--- src/hw/rtl/slfr_pkg.sv ---
package slfr_pkg;

  // frame format
  localparam int MAX_FRAME   = 64;
  localparam int LEN_CAP     = 64;
  localparam int LEN_LIMIT   = (MAX_FRAME < LEN_CAP) ? MAX_FRAME : LEN_CAP;
  localparam int MIN_LEN     = 5;
  localparam int HDR_BYTES   = 4;
  localparam int STORE_DEPTH = 60;
  localparam int STORE_AW    = $clog2(STORE_DEPTH);

  localparam logic [7:0] LEN_MIN_B = 8'(MIN_LEN);
  localparam logic [7:0] LEN_MAX_B = 8'(LEN_LIMIT);
  localparam logic [7:0] HDR_B     = 8'(HDR_BYTES);

  // field widths
  localparam int BYTE_W = 8;
  localparam int IDX_W  = 6;

  // configuration registers
  localparam int CFG_IDX_W = 2;
  localparam logic [CFG_IDX_W-1:0] REG_SYNC_FIRST  = CFG_IDX_W'(0);
  localparam logic [CFG_IDX_W-1:0] REG_SYNC_SECOND = CFG_IDX_W'(1);
  localparam logic [BYTE_W-1:0] SYNC_FIRST_RST  = 8'hAA;
  localparam logic [BYTE_W-1:0] SYNC_SECOND_RST = 8'h55;

  // receiver states
  typedef enum logic [2:0] {
    ST_SYNC1,
    ST_SYNC2,
    ST_LEN,
    ST_BODY,
    ST_DRAIN
  } state_t;

  // payload store access request
  typedef struct packed {
    logic                we;
    logic [STORE_AW-1:0] waddr;
    logic [BYTE_W-1:0]   wdata;
    logic                re;
    logic [STORE_AW-1:0] raddr;
  } ram_req_t;

endpackage

--- src/hw/rtl/slfr_if.sv ---
// received byte channel
interface slfr_rx_if import slfr_pkg::*; ();
  logic              valid;
  logic              ready;
  logic [BYTE_W-1:0] rx_byte;

  modport source (output valid, output rx_byte, input ready);
  modport sink   (input valid, input rx_byte, output ready);
endinterface

// payload result channel
interface slfr_out_if import slfr_pkg::*; ();
  logic              valid;
  logic              ready;
  logic [BYTE_W-1:0] payload_byte;
  logic [IDX_W-1:0]  byte_index;
  logic              last_of_frame;

  modport source (output valid, output payload_byte, output byte_index,
                  output last_of_frame, input ready);
  modport sink   (input valid, input payload_byte, input byte_index,
                  input last_of_frame, output ready);
endinterface

// configuration write channel
interface slfr_cfg_if import slfr_pkg::*; ();
  logic                 valid;
  logic                 ready;
  logic [CFG_IDX_W-1:0] index;
  logic [BYTE_W-1:0]    data;

  modport source (output valid, output index, output data, input ready);
  modport sink   (input valid, input index, input data, output ready);
endinterface

--- src/hw/rtl/slfr_ram.sv ---
module slfr_ram import slfr_pkg::*; (
  input  logic              clk,
  input  ram_req_t          req,
  output logic [BYTE_W-1:0] rd_data
);

  logic [BYTE_W-1:0] mem [STORE_DEPTH];

  // write port
  always_ff @(posedge clk) begin
    if (req.we) begin
      mem[req.waddr] <= req.wdata;
    end
  end

  // registered read, held while no read is issued
  always_ff @(posedge clk) begin
    if (req.re) begin
      rd_data <= mem[req.raddr];
    end
  end

endmodule

--- src/hw/rtl/slfr_ctrl.sv ---
module slfr_ctrl import slfr_pkg::*; (
  input  logic              clk,
  input  logic              rst,
  slfr_rx_if.sink           rx,
  slfr_out_if.source        frame,
  slfr_cfg_if.sink          cfg,
  input  logic [BYTE_W-1:0] rd_data,
  output ram_req_t          ram_req
);

  state_t            state, state_next;
  logic [BYTE_W-1:0] sync_first, sync_second;
  logic [IDX_W-1:0]  pay_count, pay_count_next;
  logic [IDX_W-1:0]  slot, slot_next;
  logic [BYTE_W-1:0] run_sum, run_sum_next;
  logic              out_valid, out_valid_next;
  logic [IDX_W-1:0]  out_index;
  logic              out_last;
  logic              rx_ok;
  logic              take;
  logic              rd_last;
  logic [BYTE_W-1:0] b;

  assign b        = rx.rx_byte;
  assign rx.ready = (state != ST_DRAIN);
  assign rx_ok    = rx.valid && rx.ready;
  assign take     = !out_valid || frame.ready;
  assign rd_last  = (slot == pay_count - IDX_W'(1));

  assign cfg.ready = 1'b1;

  assign frame.valid         = out_valid;
  assign frame.payload_byte  = rd_data;
  assign frame.byte_index    = out_index;
  assign frame.last_of_frame = out_last;

  // sync byte registers
  always_ff @(posedge clk) begin
    if (rst) begin
      sync_first  <= SYNC_FIRST_RST;
      sync_second <= SYNC_SECOND_RST;
    end else if (cfg.valid && cfg.ready) begin
      unique case (cfg.index)
        REG_SYNC_FIRST:  sync_first  <= cfg.data;
        REG_SYNC_SECOND: sync_second <= cfg.data;
        default: ;
      endcase
    end
  end

  // state and counters
  always_ff @(posedge clk) begin
    if (rst) begin
      state     <= ST_SYNC1;
      out_valid <= 1'b0;
      slot      <= '0;
      pay_count <= '0;
      run_sum   <= '0;
    end else begin
      state     <= state_next;
      out_valid <= out_valid_next;
      slot      <= slot_next;
      pay_count <= pay_count_next;
      run_sum   <= run_sum_next;
    end
  end

  // result tag, loaded with each store read
  always_ff @(posedge clk) begin
    if (ram_req.re) begin
      out_index <= slot;
      out_last  <= rd_last;
    end
  end

  // next state, store access and checksum
  always_comb begin
    state_next     = state;
    slot_next      = slot;
    pay_count_next = pay_count;
    run_sum_next   = run_sum;
    out_valid_next = take ? 1'b0 : out_valid;
    ram_req        = '0;
    ram_req.waddr  = slot[STORE_AW-1:0];
    ram_req.wdata  = b;
    ram_req.raddr  = slot[STORE_AW-1:0];
    unique case (state)
      ST_SYNC1: begin
        if (rx_ok && b == sync_first) state_next = ST_SYNC2;
      end
      ST_SYNC2: begin
        if (rx_ok) state_next = (b == sync_second) ? ST_LEN : ST_SYNC1;
      end
      ST_LEN: begin
        if (rx_ok) begin
          if (b < LEN_MIN_B || b > LEN_MAX_B) begin
            state_next = ST_SYNC1;
          end else begin
            pay_count_next = IDX_W'(b - HDR_B);
            run_sum_next   = sync_first + sync_second + b;
            slot_next      = '0;
            state_next     = ST_BODY;
          end
        end
      end
      ST_BODY: begin
        if (rx_ok) begin
          if (slot != pay_count) begin
            ram_req.we   = 1'b1;
            run_sum_next = run_sum + b;
            slot_next    = slot + IDX_W'(1);
          end else if (b == run_sum) begin
            slot_next  = '0;
            state_next = ST_DRAIN;
          end else begin
            state_next = ST_SYNC1;
          end
        end
      end
      ST_DRAIN: begin
        if (take) begin
          ram_req.re     = 1'b1;
          out_valid_next = 1'b1;
          slot_next      = slot + IDX_W'(1);
          if (rd_last) state_next = ST_SYNC1;
        end
      end
      default: state_next = ST_SYNC1;
    endcase
  end

endmodule

--- src/hw/rtl/sync_length_sum_frame_receiver.sv ---
// Frame receiver: takes one received byte per cycle, hunts for the two sync
// bytes, reads the length byte L (5 to 64), stores the L-4 payload bytes in
// an on-chip memory while summing the frame mod 256, and checks the final
// byte against that sum. A good frame is then read back from the memory one
// byte per cycle while the output is not stalled, as L-4 results tagged with
// their index and a last flag. Byte input is held off while a frame drains.
// Bad lengths, a wrong second sync byte or a checksum mismatch drop back to
// hunting with no result. Sync bytes are writable at index 0 and 1 (reset
// 0xAA and 0x55); other indexes are ignored.
module sync_length_sum_frame_receiver import slfr_pkg::*; (
  input  logic       clk,
  input  logic       rst,
  slfr_rx_if.sink    rx,
  slfr_out_if.source frame,
  slfr_cfg_if.sink   cfg
);

  ram_req_t          ram_req;
  logic [BYTE_W-1:0] rd_data;

  // receive control, checksum and drain sequencing
  slfr_ctrl u_ctrl (
    .clk     (clk),
    .rst     (rst),
    .rx      (rx),
    .frame   (frame),
    .cfg     (cfg),
    .rd_data (rd_data),
    .ram_req (ram_req)
  );

  // payload store
  slfr_ram u_ram (
    .clk     (clk),
    .req     (ram_req),
    .rd_data (rd_data)
  );

`ifndef SYNTHESIS
  // store is never read and written in the same cycle
  assert property (@(posedge clk) disable iff (rst) !(ram_req.we && ram_req.re))
    else $error("payload store read and write overlap");

  // reads only happen while byte input is held off
  assert property (@(posedge clk) disable iff (rst) ram_req.re |-> !rx.ready)
    else $error("payload read while accepting bytes");

  // after a non-final byte is taken the next index follows at once
  assert property (@(posedge clk) disable iff (rst)
    frame.valid && frame.ready && !frame.last_of_frame |=>
      frame.valid && frame.byte_index == IDX_W'($past(frame.byte_index) + 1))
    else $error("payload drain skipped or stalled an index");
`endif

endmodule
--- src/flat_wrapper.sv ---
// flat-port wrapper written by rule: the top's interface ports become plain ports
module sync_length_sum_frame_receiver_flat import slfr_pkg::*;
  (clk, rst, rx_valid, rx_rx_byte, rx_ready, frame_valid, frame_payload_byte, frame_byte_index, frame_last_of_frame, frame_ready, cfg_valid, cfg_index, cfg_data, cfg_ready);
  slfr_rx_if rx_i ();
  slfr_out_if frame_i ();
  slfr_cfg_if cfg_i ();
  input  logic clk;
  input  logic rst;
  input wire logic [$bits(rx_i.valid)-1:0] rx_valid;
  input wire logic [$bits(rx_i.rx_byte)-1:0] rx_rx_byte;
  output wire logic [$bits(rx_i.ready)-1:0] rx_ready;
  output wire logic [$bits(frame_i.valid)-1:0] frame_valid;
  output wire logic [$bits(frame_i.payload_byte)-1:0] frame_payload_byte;
  output wire logic [$bits(frame_i.byte_index)-1:0] frame_byte_index;
  output wire logic [$bits(frame_i.last_of_frame)-1:0] frame_last_of_frame;
  input wire logic [$bits(frame_i.ready)-1:0] frame_ready;
  input wire logic [$bits(cfg_i.valid)-1:0] cfg_valid;
  input wire logic [$bits(cfg_i.index)-1:0] cfg_index;
  input wire logic [$bits(cfg_i.data)-1:0] cfg_data;
  output wire logic [$bits(cfg_i.ready)-1:0] cfg_ready;
  assign rx_i.valid = rx_valid;
  assign rx_i.rx_byte = rx_rx_byte;
  assign rx_ready = rx_i.ready;
  assign frame_valid = frame_i.valid;
  assign frame_payload_byte = frame_i.payload_byte;
  assign frame_byte_index = frame_i.byte_index;
  assign frame_last_of_frame = frame_i.last_of_frame;
  assign frame_i.ready = frame_ready;
  assign cfg_i.valid = cfg_valid;
  assign cfg_i.index = cfg_index;
  assign cfg_i.data = cfg_data;
  assign cfg_ready = cfg_i.ready;
  sync_length_sum_frame_receiver u_core (.clk(clk), .rst(rst), .rx(rx_i), .frame(frame_i), .cfg(cfg_i));
endmodule
--- config.mk ---
export PLATFORM = sky130hd
export DESIGN_NAME = sync_length_sum_frame_receiver_flat
export DESIGN_NICKNAME = d
export VERILOG_FILES = /design/src/hw/rtl/slfr_pkg.sv /design/src/hw/rtl/slfr_if.sv /design/src/hw/rtl/slfr_ram.sv /design/src/hw/rtl/slfr_ctrl.sv /design/src/hw/rtl/sync_length_sum_frame_receiver.sv /design/src/flat_wrapper.sv
export SDC_FILE = /design/constraint.sdc
export NUM_CORES = 1
export LEC_CHECK = 0
export BUFFER_PORTS_ARGS = -buffer_cell sky130_fd_sc_hd__buf_4
export CAP_MARGIN = 20
export CORE_MARGIN = 2
export CORE_UTILIZATION = 65
export CTS_BUF_LIST = sky130_fd_sc_hd__clkbuf_4 sky130_fd_sc_hd__clkbuf_8
export DETAILED_ROUTE_END_ITERATION = 8
export PLACE_DENSITY = 0.88
export SLEW_MARGIN = 20
export SYNTH_ARGS = -nofsm -noshare
export SYNTH_HDL_FRONTEND = slang
export SYNTH_SLANG_ARGS = --single-unit
--- constraint.sdc ---
create_clock -name clk -period 2.95 [get_ports clk]
set_input_delay 0.4425 -clock clk [delete_from_list [all_inputs] [get_ports clk]]
set_output_delay 0.4425 -clock clk [all_outputs]
set_load 0.01 [all_outputs]
==> out/metrics.cfg <==
[outcome]
outcome = complete, no violations

[cells_and_area]
layoutNonFillerInstCount = 2092
post-route-util = 0.748
fin_nets = 1630
post_route_cells_drive_above_1_share = 0.252
fin_area_mm2 = 0.0256
syn2layout_area_growth_pct = 14.1
n_antenna_cell = 0

[pwr]
p_leak_nw = 8.66
ir_worst_vdd_uv = 470
combinationalPowerShare = 0.053
seqPwrFrac = 0.533
power_switching_share = 0.217
power_mw = 15.6
p_int_mw = 12.2
switching_power_mw = 3.39
power_frac_clock = 0.414
p_per_area_mw_per_mm2 = 610

[die]
ios = 41
core_region_area_mm2 = 0.0343
start_util = 0.655
die_w_um = 190
die-area_mm2 = 0.0361
placementRows = 68
fp.dieH_um = 190

[placed_design]
dp_cells = 1945
hpwl_mm = 36.0
gp_congestion = 0.912
io_buffers = 39
placed_area_mm2 = 0.0239
pre_cts_slack_ns = -0.0252

[route]
drt_iter0_markers = 2066
antenna_left = 0
drc = 0
num_vias = 14198
avgRoutedWirePerCell_um = 27.7
routed_wl_mm = 58.0
vias_per_cell = 6.79
drt_pass1_iterations = 6

[critical_path]
slowest_stage = dfxtp_4
start_kind = register
path_buf_inv = 1
critPathMaxFanout = 22
crit_path_max_incr_delay_ns = 0.68
cp.arrival_ns = 3.32
cp_cell_sequence = buf_4 > mux2_2 > a22oi_1 > o21ai_0 > o21ai_0 > o21ai_0 > or4_1
cpLargestDelayFamily = compound AO/OA/AOI/OAI gates
criticalPathCategory = register to register
critPathCaptureType = register
worst_path_most_repeated_cell = o21ai_0
crit_required_ns = 3.32

[timing]
fin_skew_ns = 0.0547
hold_violations = 0
relSlewSlack = 0.385
fin_crit_sh = 0.999
period_minus_slack_ns = 2.95
fin_ws_ns = 0.00433
fin_setup_tns_ns = 0
final_max_slew_viol_count = 0
tightest_slew_ns = 0.921
setup_violations = 0
rsz0062_at_grt = false
whs_ns = 0.0498
max_freq_mhz = 339

[synth]
async_reset_ff_frac = 0
ys.flop_type = edfxtp_1
syn_inst = 1399
syn_area_mm2 = 0.0225
synth_nets = 1456
synth.avg_cell_area_um2 = 16.1
synth_edf_count = 495
synth-seq-cells = 535
ys_warn_count = 0
seq_area_frac_synth = 0.697
synthDistinctLibCells = 80

[global_route]
antenna_found_initial = 0
first_global_vias = 14236
grt_max_degree = 64
grt_overflow_total = 0
grt_usage = 0.326
grt_pass1_wl_mm = 86.1

[clock_tree]
clock-sinks = 535
cts_tree = built
cts_hold_buf = 0
cts_root_buf = clkbuf_8
cts-htree-levels = 3
cts_buffers = 80
clk_path_buf_depth = 3
clock_latency_ns = 0.65
path_clk_slew_ns = 0.06

[flow_run]
cap_violations = 0

[hold_path]
hp-class = primary input to register

## layer usage
layer / up-vias / part of all wire / track usage
met5: - / 0 / 0
met3: 252 / 0.13 / 0.0873
li1: 5862 / - / -
met1: 6898 / 0.35 / 0.421
met2: 1186 / 0.47 / 0.518
met4: 0 / 0.057 / 0.164
## final timing paths
path                            start                          end  slack [ns]  depth (start not counted)
max reg2reg     u_core.u_ctrl.slot[1]      u_core.u_ram.rd_data[4]       0.004                          7
min reg2reg  u_core.u_ctrl.run_sum[0]     u_core.u_ctrl.run_sum[0]        0.49                          2
min                       cfg_data[5]  u_core.u_ctrl.sync_first[5]        0.05                          2
max             u_core.u_ctrl.slot[1]      u_core.u_ram.rd_data[4]       0.004                          7
## final cells by class
type | instances | area (um^2)
Clock buffer | 99 | 1270
Timing Repair Buffer | 181 | 1450
Clock inverter | 47 | 454
Tap cell | 455 | 569
Multi-Input combinational cell | 754 | 6130
Sequential cell | 535 | 15700
Fill cell | 1817 | 8650
Inverter | 21 | 78.8
## placed cells by master (no fill, tap or decap), types with 34 or more instances in the layout
master,synthesis,final
edfxtp_1,495,495
o21ai_0,36,36
buf_4,18,173
a22oi_1,35,35
clkbuf_8,0,84
a221oi_1,44,44
nor2_1,156,155
mux2i_1,54,54
a21oi_1,52,52
mux4_2,49,49
dfxtp_1,40,37
nand2_1,34,34
## power by group through the flow
| stage | Clock, mW | Combinational, mW | Sequential, mW |
|---|---|---|---|
| floorplan | 0 | 0.468 | 8.47 |
| global placement | 0 | 0.763 | 8.49 |
| detailed placement | 0 | 0.793 | 8.49 |
| CTS | 6.51 | 0.805 | 8.33 |
| global route | 6.81 | 0.880 | 8.33 |
| finish | 6.47 | 0.826 | 8.33 |
## timing repair
action / in CTS / in global routing
buffers inserted: 0 / 1
resized for setup: 1 / 0
cloned: 0 / 0
endpoints found under the setup margin: 4 / 1
## state kept, by name (all words and copies together) (netlist names), named ones only
signal and cells:
u_core.u_ctrl.frame.last_of_frame 1, u_core.u_ctrl.pay_count 6, u_core.u_ram.rd_data 8, u_core.u_ctrl.slot 6, u_core.u_ctrl.run_sum 8, u_core.u_ctrl.frame.byte_index 6, u_core.u_ram.mem 480, u_core.u_ctrl.state 3
u_core.u_ctrl.sync_second 8, u_core.u_ctrl.sync_first 8
## synth_stat cells, types with 4 or more instances
master    instances  area, um^2
or4_1             5        37.5
or3_1             4        25.0
nand3_1           8        40.0
o221ai_1          6        52.6
and2_1            4        25.0
a21oi_1          52         260
buf_2            23         115
mux2i_1          54         541
buf_6            18         203
ha_1             25         313
inv_1            21        78.8
a221oi_2          4        60.1
o211ai_1         10        75.1
nor3_1            7        35.0
mux2_2           33         372
a211oi_1          7        52.6
nand2b_1         12        75.1
a211o_1           8        70.1
xnor2_1          11        96.3
a221oi_1         44         385
nand3b_1          5        37.5
nand4_1           9        56.3
fa_1              9         180
a22oi_1          35         263
a21o_1            5        37.5
mux4_2           49        1100
o21bai_1          4        30.0
nand2_1          34         128
nor2b_1          14        87.6
o21ai_0          36         180
o22ai_1          10        62.6
o211a_1           4        40.0
nor2_1          156         586
clkbuf_1         25        93.8
a22o_1            8        70.1
nor4_1            6        37.5
buf_4            18         135
edfxtp_1        495       14900
xor2_1           22         193
dfxtp_1          40         801
## worst register-to-register path: cells and delay by family (launching register included)
family	cells	cell delay (ns)
buf+inv	1	0.29
compound gates	4	0.92
mux	1	0.35
simple gates	1	0.44
flops	1	0.68
## cells by family (layout without fill, tap and decap cells)
kind of cell | after synthesis | in the layout | synth area share
adders and majority gates | 34 | 34 | 0.0219
other | 1 | 1 | 0.000167
and+or+nand+nor | 282 | 282 | 0.0585
muxes | 142 | 142 | 0.0952
xor gates and xnor gates | 33 | 33 | 0.0129
AOI/OAI and AO/OA | 262 | 262 | 0.0840
buffers and inverters | 110 | 348 | 0.0299
DFF | 535 | 535 | 0.697
No activity file was read; power rests on OpenSTA's default activity.
